===== src/rtl/core/pbcd_pkg.sv =====
// shared types, codes and the double-dabble step function for the packed bcd converter
// no dependencies; imported by pbcd_encode_pipe and packed_bcd_binary_converter
package pbcd_pkg;

    // largest packed word supported by the byte count input
    localparam int MAX_BYTES   = 4;
    localparam int WORD_BYTES  = 4;
    localparam int BYTE_LIMIT  = (MAX_BYTES > WORD_BYTES) ? WORD_BYTES :
                                 ((MAX_BYTES < 1) ? 1 : MAX_BYTES);

    // binary to bcd conversion: 8 digits kept, 32 input bits
    localparam int BCD_DIGITS    = 8;
    localparam int BIN_WIDTH     = 32;
    localparam int DABBLE_STEPS  = 8;
    localparam int DABBLE_STAGES = BIN_WIDTH / DABBLE_STEPS;

    localparam int VALUE_WIDTH = 27;
    localparam int PAIR_WIDTH  = 7;
    localparam int HALF_WIDTH  = 14;

    typedef enum logic [1:0] {
        CMD_DEC_BCD  = 2'd0,
        CMD_ENC_BCD  = 2'd1,
        CMD_DEC_TONE = 2'd2,
        CMD_ENC_TONE = 2'd3
    } cmd_t;

    // per-transaction control that travels down the pipeline
    typedef struct packed {
        cmd_t       cmd;
        logic       rev;
        logic [2:0] count;
        logic       inv;
        logic [1:0] tone;
    } ctrl_t;

    // partial state of a shift-and-add-3 conversion
    typedef struct packed {
        logic [4*BCD_DIGITS-1:0] bcd;
        logic [BIN_WIDTH-1:0]    bin;
    } dabble_t;

    // several double-dabble steps; carries out of the top digit are dropped,
    // which keeps the value modulo 10^8
    function automatic dabble_t dabble_steps(input dabble_t cur);
        dabble_t    r;
        logic [3:0] d;
        r = cur;
        for (int s = 0; s < DABBLE_STEPS; s++)
        begin
            for (int k = 0; k < BCD_DIGITS; k++)
            begin
                d = r.bcd[4*k +: 4];
                if (d >= 4'd5)
                begin
                    r.bcd[4*k +: 4] = d + 4'd3;
                end
            end
            r.bcd = {r.bcd[4*BCD_DIGITS-2:0], r.bin[BIN_WIDTH-1]};
            r.bin = {r.bin[BIN_WIDTH-2:0], 1'b0};
        end
        return r;
    endfunction

endpackage


===== src/rtl/core/pbcd_encode_pipe.sv =====
// pipelined binary to packed bcd conversion, a few double-dabble steps per stage
// depends on pbcd_pkg (dabble_t, dabble_steps, stage counts)
module pbcd_encode_pipe (
    input  logic        clk,
    input  logic [31:0] value,
    output logic [31:0] bcd
);
    import pbcd_pkg::*;

    dabble_t stage_in;
    dabble_t stage_reg [DABBLE_STAGES];

    // conversion starts with empty digits
    always_comb
    begin
        stage_in.bcd = '0;
        stage_in.bin = value;
    end

    // shift-and-add-3 stages
    always_ff @(posedge clk)
    begin
        stage_reg[0] <= dabble_steps(stage_in);
        for (int k = 1; k < DABBLE_STAGES; k++)
        begin
            stage_reg[k] <= dabble_steps(stage_reg[k-1]);
        end
    end

    assign bcd = stage_reg[DABBLE_STAGES-1].bcd;

endmodule


===== src/rtl/core/packed_bcd_binary_converter.sv =====
// top level of the packed bcd / binary converter: decode pipeline, encode pipe, result formatting
// depends on pbcd_pkg and pbcd_encode_pipe
//
// usage:
//   a transaction is taken at a clock edge where start is high and busy is low.
//   busy is always low: a new transaction may be started in every cycle.
//   command selects bcd decode, bcd encode, tone word decode or tone word encode.
//   the result appears on value_out, invalid_out and packed_out for exactly one
//   cycle with done high; the receiver cannot stall, so nothing waits inside.
// pipeline and throughput:
//   a transaction passes four pipeline stages (s1 to s4) and then the output register
//   before its result is on the ports.
//   one transaction per cycle; the depth is set by the 32 double-dabble steps of
//   encode, eight per stage, with the decode multiply-add tree alongside.
// reset:
//   rst_n clears the valid bits of every stage and the done strobe; transactions
//   in flight are dropped.
module packed_bcd_binary_converter (
    input  logic        clk,
    input  logic        rst_n,
    input  logic        start,
    output logic        busy,
    input  logic [1:0]  command,
    input  logic        high_pair_first,
    input  logic [2:0]  byte_count,
    input  logic [31:0] packed_in,
    input  logic [31:0] value_in,
    input  logic        invalid_in,
    output logic        done,
    output logic [26:0] value_out,
    output logic        invalid_out,
    output logic [31:0] packed_out
);
    import pbcd_pkg::*;

    logic       accept;
    cmd_t       cmd_in;
    logic [2:0] count_in;
    ctrl_t      in_ctrl;
    logic [31:0] dec_word;
    logic [31:0] enc_value;
    logic [31:0] enc_bcd;

    logic [PAIR_WIDTH-1:0] s1_pair_next [WORD_BYTES];
    logic                  s1_bad_next;

    logic                  s1_valid_reg;
    ctrl_t                 s1_ctrl_reg;
    logic [PAIR_WIDTH-1:0] s1_pair_reg [WORD_BYTES];
    logic                  s1_bad_reg;

    logic                  s2_valid_reg;
    ctrl_t                 s2_ctrl_reg;
    logic [HALF_WIDTH-1:0] s2_half_reg [2];
    logic                  s2_bad_reg;

    logic                   s3_valid_reg;
    ctrl_t                  s3_ctrl_reg;
    logic [VALUE_WIDTH-1:0] s3_value_reg;
    logic                   s3_bad_reg;

    logic                   s4_valid_reg;
    ctrl_t                  s4_ctrl_reg;
    logic [VALUE_WIDTH-1:0] s4_value_reg;
    logic                   s4_bad_reg;

    logic                   done_reg;
    logic [VALUE_WIDTH-1:0] value_out_reg;
    logic                   invalid_out_reg;
    logic [31:0]            packed_out_reg;
    logic [VALUE_WIDTH-1:0] value_out_next;
    logic                   invalid_out_next;
    logic [31:0]            packed_out_next;

    // handshake: the pipeline never stalls
    assign busy   = 1'b0;
    assign accept = start & ~busy;

    // byte count clamp
    always_comb
    begin
        priority if (byte_count == 3'd0)
        begin
            count_in = 3'd1;
        end
        else if (byte_count > 3'(BYTE_LIMIT))
        begin
            count_in = 3'(BYTE_LIMIT);
        end
        else
        begin
            count_in = byte_count;
        end
    end

    // control for the transaction; tone words are two bytes, low pair first
    assign cmd_in = cmd_t'(command);

    always_comb
    begin
        in_ctrl.cmd   = cmd_in;
        in_ctrl.inv   = invalid_in;
        in_ctrl.rev   = high_pair_first;
        in_ctrl.count = count_in;
        in_ctrl.tone  = value_in[17:16];
        dec_word      = packed_in;
        enc_value     = value_in;
        unique case (cmd_in)
            CMD_DEC_BCD, CMD_ENC_BCD:
            begin
            end
            CMD_DEC_TONE:
            begin
                in_ctrl.rev   = 1'b0;
                in_ctrl.count = 3'd2;
                in_ctrl.tone  = packed_in[15:14];
                dec_word      = {18'd0, packed_in[13:0]};
            end
            CMD_ENC_TONE:
            begin
                in_ctrl.rev   = 1'b0;
                in_ctrl.count = 3'd2;
                enc_value     = {16'd0, value_in[15:0]};
            end
            default:
            begin
            end
        endcase
    end

    // decode front: pick the byte for each digit pair, check nibbles, pair value
    always_comb
    begin
        logic [2:0] pos;
        logic [7:0] byte_val;
        logic       used;
        s1_bad_next = 1'b0;
        for (int j = 0; j < WORD_BYTES; j++)
        begin
            pos      = in_ctrl.rev ? (in_ctrl.count - 3'd1 - 3'(j)) : 3'(j);
            used     = (3'(j) < in_ctrl.count);
            byte_val = used ? dec_word[{pos[1:0], 3'b000} +: 8] : 8'd0;
            if (byte_val[7:4] > 4'd9 || byte_val[3:0] > 4'd9)
            begin
                s1_bad_next = 1'b1;
            end
            s1_pair_next[j] = PAIR_WIDTH'(byte_val[7:4]) * PAIR_WIDTH'(10)
                            + PAIR_WIDTH'(byte_val[3:0]);
        end
    end

    // encode datapath
    pbcd_encode_pipe u_encode (
        .clk   (clk),
        .value (enc_value),
        .bcd   (enc_bcd)
    );

    // valid bits
    always_ff @(posedge clk or negedge rst_n)
    begin
        if (!rst_n)
        begin
            s1_valid_reg <= 1'b0;
            s2_valid_reg <= 1'b0;
            s3_valid_reg <= 1'b0;
            s4_valid_reg <= 1'b0;
            done_reg     <= 1'b0;
        end
        else
        begin
            s1_valid_reg <= accept;
            s2_valid_reg <= s1_valid_reg;
            s3_valid_reg <= s2_valid_reg;
            s4_valid_reg <= s3_valid_reg;
            done_reg     <= s4_valid_reg;
        end
    end

    // decode pipeline payload: pairs, then halves, then full value
    always_ff @(posedge clk)
    begin
        s1_ctrl_reg <= in_ctrl;
        s1_bad_reg  <= s1_bad_next;
        for (int j = 0; j < WORD_BYTES; j++)
        begin
            s1_pair_reg[j] <= s1_pair_next[j];
        end

        s2_ctrl_reg <= s1_ctrl_reg;
        s2_bad_reg  <= s1_bad_reg;
        for (int h = 0; h < 2; h++)
        begin
            s2_half_reg[h] <= HALF_WIDTH'(s1_pair_reg[2*h+1]) * HALF_WIDTH'(100)
                            + HALF_WIDTH'(s1_pair_reg[2*h]);
        end

        s3_ctrl_reg  <= s2_ctrl_reg;
        s3_bad_reg   <= s2_bad_reg;
        s3_value_reg <= VALUE_WIDTH'(s2_half_reg[1]) * VALUE_WIDTH'(10000)
                      + VALUE_WIDTH'(s2_half_reg[0]);

        s4_ctrl_reg  <= s3_ctrl_reg;
        s4_bad_reg   <= s3_bad_reg;
        s4_value_reg <= s3_value_reg;
    end

    // result formatting
    always_comb
    begin
        logic [2:0] pos;
        pos              = 3'd0;
        value_out_next   = '0;
        invalid_out_next = 1'b0;
        packed_out_next  = '0;
        unique case (s4_ctrl_reg.cmd)
            CMD_DEC_BCD:
            begin
                invalid_out_next = s4_bad_reg;
                value_out_next   = s4_bad_reg ? '0 : s4_value_reg;
            end
            CMD_DEC_TONE:
            begin
                invalid_out_next = s4_bad_reg;
                value_out_next   = s4_bad_reg ? '0 :
                                   (s4_value_reg | VALUE_WIDTH'({s4_ctrl_reg.tone, 16'd0}));
            end
            CMD_ENC_BCD:
            begin
                for (int j = 0; j < WORD_BYTES; j++)
                begin
                    pos = s4_ctrl_reg.rev ? (s4_ctrl_reg.count - 3'd1 - 3'(j)) : 3'(j);
                    if (3'(j) < s4_ctrl_reg.count)
                    begin
                        packed_out_next[{pos[1:0], 3'b000} +: 8] =
                            s4_ctrl_reg.inv ? 8'hFF : enc_bcd[8*j +: 8];
                    end
                end
            end
            CMD_ENC_TONE:
            begin
                packed_out_next = {16'd0, enc_bcd[15:0] | {s4_ctrl_reg.tone, 14'd0}};
            end
            default:
            begin
            end
        endcase
    end

    // output register
    always_ff @(posedge clk)
    begin
        value_out_reg   <= value_out_next;
        invalid_out_reg <= invalid_out_next;
        packed_out_reg  <= packed_out_next;
    end

    assign done        = done_reg;
    assign value_out   = value_out_reg;
    assign invalid_out = invalid_out_reg;
    assign packed_out  = packed_out_reg;

endmodule

===== config.mk =====
export PLATFORM = sky130hd
export DESIGN_NAME = packed_bcd_binary_converter
export DESIGN_NICKNAME = d
export VERILOG_FILES = /design/src/rtl/core/pbcd_pkg.sv /design/src/rtl/core/pbcd_encode_pipe.sv /design/src/rtl/core/packed_bcd_binary_converter.sv
export SDC_FILE = /design/constraint.sdc
export NUM_CORES = 1
export LEC_CHECK = 0
export BUFFER_PORTS_ARGS = -buffer_cell sky130_fd_sc_hd__buf_4
export CAP_MARGIN = 20
export CORE_MARGIN = 2
export CORE_UTILIZATION = 43
export DETAILED_ROUTE_END_ITERATION = 8
export PLACE_DENSITY = 0.66
export SETUP_SLACK_MARGIN = 0.5
export SLEW_MARGIN = 20
export SYNTH_ARGS = -nofsm -noshare
export SYNTH_HDL_FRONTEND = slang
export SYNTH_SLANG_ARGS = --single-unit

===== constraint.sdc =====
create_clock -name clk -period 10.8 [get_ports clk]
set_clock_uncertainty 0.1 [all_clocks]
set_input_delay 1.62 -clock clk [delete_from_list [all_inputs] [get_ports clk]]
set_output_delay 1.62 -clock clk [all_outputs]
set_load 0.005 [all_outputs]

* After elaboration in Yosys (flattened, before gate mapping) *
Memories as Yosys holds them, arrays and structs flattened.
Index checks and enable logic that the tools add are counted.

word-level totals
  bits in registers = 159
  logic and storage cells = 806
  bits in writable memories = 280
  input bits = 74
  output and inout bits = 62
  memories = 3

operators by class
  $add $sub $neg = 239
  bitwise gates (word level) = 3
  $mul = 7
  order comparisons = 237
  eq/ne operators = 5
  shift-type cells = 12
  muxes and demuxes = 257
  reduce and logical (&&, ||, !) cells = 9

memories
  name                depth  bits a word  rd ports  clocked after Yosys merged registers in  wr ports  line                               source
  u_encode.stage_reg  4      56           4         0                                        4         pbcd_encode_pipe.sv:11             dabble_t stage_reg [DABBLE_STAGES];
  s1_pair_reg         4      7            4         0                                        4         packed_bcd_binary_converter.sv:49  logic [PAIR_WIDTH-1:0] s1_pair_reg [WORD_BYTES];
  s2_half_reg         2      14           2         0                                        2         packed_bcd_binary_converter.sv:54  logic [HALF_WIDTH-1:0] s2_half_reg [2];

operators by type and width
  operator                number
  $ge 4x3->1 const B      213
  $mux 4                  190
  $add 4x2->4 const B     189
  $mux 32                 9
  $shift 8x7->32 const A  4
  $shiftx 32x6->8         4
  $shiftx 8x7->32         4
  $mux 3                  33
  $bwmux 32               3
  $add 3x2->3 const B     24
  $mux 8                  8
  $pmux 32 s2             1
  $mux 27                 2
  $pmux 27 s2             1
  $and 32x32->32          1
  $gt 4x4->1 const B      8
  $add 14x7->14           2
  $add 7x4->7             4
  $neg 5->7               4
  $add 27x14->27          1
  $or 27x18->27           1
  $mul 4x3->6 const B     4
  $mul 7x5->12 const B    2
  $mul 14x10->23 const B  1
  other kinds (19)        56

* Depth between registers and ports, before layout *
Gate-level depths: netlist of the first run.
An unclocked memory read counts as a cell.

  depth after elaboration = 17
  gate-level depth with buffers = 37

* Hierarchy *
A second synthesis of the first run with hierarchy kept.

second synthesis, totals
  cell total of the unflattened synthesis = 4,298
  area, all modules = 34,415.5 um2

modules (own cells, without submodules)
  module                       cells each  area an instance (um2)  instances  sequential area each (um2)
  pbcd_encode_pipe             2,923       21,446.8                1          2,842.7
  packed_bcd_binary_converter  1,375       12,968.7                1          4,329.2

* Worst setup path before layout of the first run *
Ideal clock, no wire load.

  kind = input-to-reg
  from = input command[1]
  to = memory u_encode.stage_reg[0][26] (netlist name)
  path slack = 4.374 ns
  stages = 25
  arrival time = 6.254 ns
  library setup time = 0.072 ns
  buffers on the path = 2
  cells stage by stage = clkbuf_1 > nand2_1 > clkbuf_1 > nand2_1 > inv_1 > ha_1 > o21ai_0 > xnor2_1 > nand2_1 > ha_1 > nand2b_1 > a21oi_1 > xnor2_1 > ha_1 > nand2b_1 > a21boi_0 > xnor2_1 > ha_1 > nand2b_1 > a21boi_0 > xnor2_1 > ha_1 > nand2b_1 > a21boi_0 > mux2i_1

RTL lines
  what             line                               source
  start, declared  packed_bcd_binary_converter.sv:23  input logic [1:0] command,
  end, declared    pbcd_encode_pipe.sv:11

==> flow_summary_export.csv, run 1 <==
group,metric,value,unit
worst_setup_path,max_stage_delay,0.67,ns
worst_setup_path,reg2reg_to,"u_encode.stage_reg[1][38]",
cts,cts_buffer_depth,3,
worst_setup_path,reg2reg_depth,33,
worst_setup_path,path_class,"register to register",
yosys,ys_types,123,
cts,htreeDepth,2,
grt,grt_remaining_overflow,0,
route,totalWireLength,70600,um
timing,hold_ws,0.187,ns
timing,fin_setup_tns,0,ns
yosys,synth_area,32900,um^2
yosys,synth_edf_count,0,
grt,antenna_found_initial,3,
finish,fin_cells,5252,
finish,largest_reg_flops,142,
worst_setup_path,critPathLaunch,"u_encode.stage_reg[0][28]",
cts,cts_tree,"built",
worst_setup_path,reg2reg_from,"u_encode.stage_reg[0][28]",
finish,layout.nets,4670,
die,num_io_pins,136,
route,wl_met2,31500,um
finish,area_delta_synth_final,10.2,%
timing,period_share,0.643,
yosys,async_flop_share,0.0140,
finish,final_common_cell,"inv_1",
route,route.antenna.remaining_nets,0,
timing,drv_slew,0,
grt,grt_pass1_wl,121000,um
timing,rsz0062_at_grt,"false",
grt,grt_pass1_vias,26500,
route,firstDrtPassIters,8,
worst_setup_path,cpMostUsedCell,"a21oi_1",
timing,slew_headroom,0.279,
timing,clock.fmax,144,MHz
route,vias,29100,
yosys,synth_flop_cell,"dfxtp_1",
die,fp-row-count,101,
worst_setup_path,cp.depth,33,
yosys,synth_nets,4589,
place,dp_cells,5175,
die,coreArea,75800,um^2
cts,hold_buffers,0,
worst_setup_path,cp_slowest_cell,"a21oi_1",
route,m1WireLength,34200,um
run,drv_cap,0,
finish,drive_above_1_share,0.0976,
yosys,ys_seq_area_frac,0.218,
worst_setup_path,cp.arrival,7.35,ns
worst_setup_path,start_kind,"register",
timing,setup_violations,0,
worst_setup_path,critical_path_buf_inv_count,2,
cts,clk_pin_slew,0.06,ns
worst_setup_path,worst-r2r-setup-slack,3.85,ns
grt,grt_use_total,0.176,
worst_setup_path,critPathRequiredTime,11.21,ns
die,die_h,281,um
finish,num_antenna_cells,0,
yosys,synth-seq-cells,357,
place,dpl.hpwl,54500,um
place,io_buffers,134,
grt,grt_max_degree,37,
timing,period_minus_slack,6.95,ns
yosys,yosys_warnings,0,
route,routed.top_layer,"met5",
cts,postCtsSetupBuffers,0,
cts,clock-sinks,357,
route,routed-wl-met3,3000,um
route,dr.first_iter.drc_count,1769,
cts,clk_latency,0.58,ns
cts,cts_resized,0,
yosys,avgSynthCellArea,7.91,um^2
place,place.gp.congestion,0.916,
cts,cts_buffers,42,
yosys,synthTopCellsByArea,"dfxtp_1 21%, ha_1 12%, inv_1 4.4%",
yosys,yosysTopAreaCellShare,0.214,
route,drc,0,
finish,layout_common_cells,"386 x inv_1, 352 x dfxtp_1, 350 x nor2_1",
cts,cts-root-buf,"clkbuf_16",
worst_hold_path,hold_class,"register to register",
timing,hold_viol,0,
route,viasPerCell,5.53,
timing,worst_pin_slew,1.08,ns
yosys,syn_inst,4160,
worst_setup_path,critPathTopFamily,"simple AND/OR/NAND/NOR gates",
worst_setup_path,worstSetupEndpointType,"register",
yosys,yosysTopAreaCell,"dfxtp_1",
worst_setup_path,critPathCapture,"u_encode.stage_reg[1][38]",
route,wl_per_cell,13.4,um
worst_setup_path,cp_max_fo,12,
die,die_w,281,um
outcome,status,"finished clean",
die,die_area,78800,um^2
die,start_util,0.434,
==> cells in the mapped netlist (all sizes together) (16+ instances only) <==
| cell type | instances |
|---|---|
| clkbuf | 96 |
| nor3 | 76 |
| a32oi | 22 |
| o211a | 21 |
| a21o | 42 |
| a21boi | 37 |
| mux2 | 60 |
| inv | 388 |
| nand2b | 75 |
| a221oi | 28 |
| o211ai | 50 |
| a31oi | 43 |
| ha | 311 |
| a2bb2oi | 20 |
| xor2 | 46 |
| nand2 | 293 |
| o22ai | 62 |
| a221o | 28 |
| xnor2 | 134 |
| a21oi | 258 |
| nor2 | 352 |
| fa | 44 |
| and3 | 37 |
| nand3 | 82 |
| mux2i | 134 |
| a211o | 19 |
| o21a | 39 |
| nand4 | 16 |
| o21ai | 285 |
| nor2b | 60 |
| o31ai | 24 |
| and2 | 92 |
| o21bai | 38 |
| a22oi | 38 |
| or3 | 36 |
| or2 | 74 |
| dfxtp | 352 |
| a211oi | 92 |
==> metrics by stage <==
stage / utilization / worst slack, ns / cell area, um^2
2_1_floorplan: - / 4.37 / 32900
3_3_place_gp: 0.459 / 3.99 / 34800
3_5_place_dp: 0.459 / 3.79 / 34800
4_1_cts: 0.478 / 3.91 / 36300
5_1_grt: 0.478 / 3.04 / 36300
6_report: 0.478 / 3.85 / 36300
==> kinds of logic (layout without fill, tap and decap cells) <==
family | count (synthesis) | after routing | share of synthesized area
AOI/OAI and AO/OA | 1305 | 1305 | 0.275
xor gates and xnor gates | 180 | 180 | 0.0491
adders and majority gates | 357 | 357 | 0.146
buffers and inverters | 500 | 614 | 0.0579
DFF | 357 | 357 | 0.218
muxes | 198 | 198 | 0.0646
other | 1 | 1 | 0.000114
and+or+nand+nor | 1262 | 1262 | 0.189
==> routing by layer <==
metal / GRT usage / vias up
met2: 0.294 / 570
met3: 0.0238 / 116
met4: 0.0539 / 4
met1: 0.235 / 13100
met5: 0 / -
li1: - / 15300
==> worst min path at each step <==
stage,startpoint,end,slack [ns],cells after the start
after detailed placement,s3_value_reg[10],s4_value_reg[10],0.21,0
after global routing,s3_ctrl_reg[8],s4_ctrl_reg[8],0.19,0
final,s3_ctrl_reg[8],s4_ctrl_reg[8],0.19,0
after global placement,u_encode.stage_reg[1][11],u_encode.stage_reg[2][19],0.21,0
after CTS,s3_ctrl_reg[8],s4_ctrl_reg[8],0.19,0
after floorplan,s1_bad_reg,s2_bad_reg,0.21,0
==> area by class of cell <==
type / instances / area, um^2
inverters: 393 / 1480
flip-flops and latches: 357 / 7170
clock buffers: 56 / 1200
clock inverters: 21 / 275
fillers: 7420 / 39600
well taps: 978 / 1220
multi-input cells: 3303 / 23800
repair buffers: 144 / 1080
Power of run 1 is left out: the tool's default activity adds up to more than one toggle a clock period on the data nets, which glitch-free logic cannot reach.
==> inputs of run 2 (changes only) <==
==> constraint.sdc (replaced) <==
create_clock -name clk -period 6.7 [get_ports clk]
set_clock_uncertainty 0.1 [all_clocks]
set_input_delay 1.005 -clock clk [delete_from_list [all_inputs] [get_ports clk]]
set_output_delay 1.005 -clock clk [all_outputs]
set_load 0.005 [all_outputs]
==> run 2 against run 1 <==
Effect of this change:
- flip-flop and latch count did not move
- via count up 4.9%
- sequential share of layout area fell by 2.0 points
- final cell count increased by 3.8%
- design area increased by 12%
- worst hold slack worse by 0.076 ns
- maximum frequency grew 14%
- critical endpoint is now u_encode.stage_reg[3][43]
- highest routed layer unchanged
==> flow_summary_export.csv, run 2 (synthesized netlist as in run 1, its figures left out) <==
group,metric,value,unit
grt,grt_use_total,0.180,
finish,final_common_cell,"inv_1",
worst_setup_path,reg2reg_from,"u_encode.stage_reg[2][33]",
route,firstDrtPassIters,6,
outcome,status,"finished clean",
die,fp-row-count,101,
route,totalWireLength,76300,um
finish,drive_above_1_share,0.234,
worst_setup_path,cp_max_fo,5,
cts,cts_tree,"built",
grt,grt-busiest-layer,"met2",
timing,rsz0062_at_grt,"true",
finish,largest_reg_flops,142,
cts,clock-sinks,357,
finish,area_delta_synth_final,23.4,%
worst_setup_path,start_kind,"register",
grt,grt_pass1_vias,27500,
timing,period_minus_slack,6.09,ns
grt,grt_pass1_wl,124000,um
grt,grtUsageMet2,0.304,
run,drv_cap,0,
cts,clk_pin_slew,0.06,ns
finish,fin_area,40600,um^2
timing,slew_headroom,0.248,
timing,hold_viol,0,
route,vias,30500,
route,dr.first_iter.drc_count,1767,
cts,htreeDepth,2,
die,coreArea,75800,um^2
timing,hold_ws,0.111,ns
route,viasPerCell,5.59,
worst_setup_path,worstSetupEndpointType,"register",
place,dpl.hpwl,54600,um
grt,grt_max_degree,37,
finish,nFillCells,6965,
cts,cts-root-buf,"clkbuf_16",
timing,setup_violations,0,
place,place.gp.congestion,0.941,
worst_hold_path,hold_class,"input port to async pin",
cts,clk_latency,0.59,ns
worst_setup_path,cp_slowest_cell,"or4_1",
worst_setup_path,critPathLaunch,"u_encode.stage_reg[2][33]",
timing,drv_slew,0,
worst_setup_path,cpMostUsedCell,"inv_1",
route,wl_per_cell,14.0,um
place,dpl-instance-area,35100,um^2
finish,layout_common_cells,"359 x inv_1, 332 x buf_4, 326 x dfxtp_1",
route,route.antenna.remaining_nets,0,
worst_setup_path,cp.arrival,6.46,ns
cts,cts_buffers,43,
timing,clock.fmax,164,MHz
cts,cts_buffer_depth,3,
worst_setup_path,path_class,"register to register",
finish,layout.nets,4865,
route,drc,0,
die,num_io_pins,136,
grt,grt_remaining_overflow,0,
grt,antenna_found_initial,2,
grt,grtUsageMet3,0.0258,
die,die_area,78800,um^2
die,die_w,281,um
timing,fin_setup_tns,0,ns
grt,use_met1,0.238,
timing,worst_pin_slew,1.13,ns
timing,period_share,0.909,
die,start_util,0.434,
die,die_h,281,um
worst_setup_path,max_stage_delay,0.53,ns
worst_setup_path,critPathRequiredTime,7.07,ns
place,io_buffers,134,
-- run 2: area by class of cell --
| cell class | count | area [um^2] | share of cell area |
|---|---|---|---|
| Multi-Input combinational cell | 3304 | 26500 | 0.654 |
| Sequential cell | 357 | 7220 | 0.178 |
| Timing Repair Buffer | 337 | 2560 | 0.0631 |
| Inverter | 393 | 1480 | 0.0364 |
| Tap cell | 978 | 1220 | 0.0301 |
| Clock buffer | 54 | 1190 | 0.0293 |
| Clock inverter | 26 | 372 | 0.00915 |
| Antenna cell | 1 | 2.50 | 0.0000616 |
-- run 2: worst paths after layout --
path,endpoint,slack (ns),cells past startpoint
max,u_encode.stage_reg[3][43],0.61,31
min,s2_valid_reg,0.11,1
min in group clk,s4_value_reg[13],0.22,0
max reg2reg,u_encode.stage_reg[3][43],0.61,31
min reg2reg,s4_value_reg[13],0.22,0
max in group asynchronous,s1_valid_reg,6.28,1
-- run 2: routing by layer --
| layer | wire length [um] | vias to the layer above | part of all wire |
|---|---|---|---|
| met1 | 35200 | 14100 | 0.46 |
| met2 | 36500 | 597 | 0.48 |
| met3 | 3060 | 108 | 0.040 |
| met5 | 13 | - | 0.00017 |
| met4 | 1540 | 2 | 0.020 |
| li1 | - | 15700 | - |
-- run 2: what timing repair did --
action | 4_1_cts | 5_1_grt
buffers inserted | 22 | 128
setup endpoints to repair | 65 | 69
cloned | 0 | 1
resized for setup | 122 | 510
hold buffers | 0 | 0
pin swaps | 26 | 166
-- run 2: worst max-delay path, delay by kind of cell (launching register included) --
family / cells / cell delay [ns]
buffers and inverters: 7 / 0.59
multiplexers: 1 / 0.27
flip-flops: 1 / 0.35
AND/OR/NAND/NOR: 10 / 2.25
AO/OA/AOI/OAI: 8 / 1.44
adder cells (fa/ha/maj): 5 / 0.96
-- run 2: through the flow --
step | setup WS, ns | instances | utilization
2_1_floorplan | 0.514 | 4160 | -
3_3_place_gp | 0.133 | 5217 | 0.463
4_1_cts | 0.502 | 5319 | 0.493
5_1_grt | 0.265 | 5450 | 0.535
3_5_place_dp | -0.143 | 5217 | 0.463
6_report | 0.610 | 5450 | 0.535
Power of run 2 is left out for the same reason.
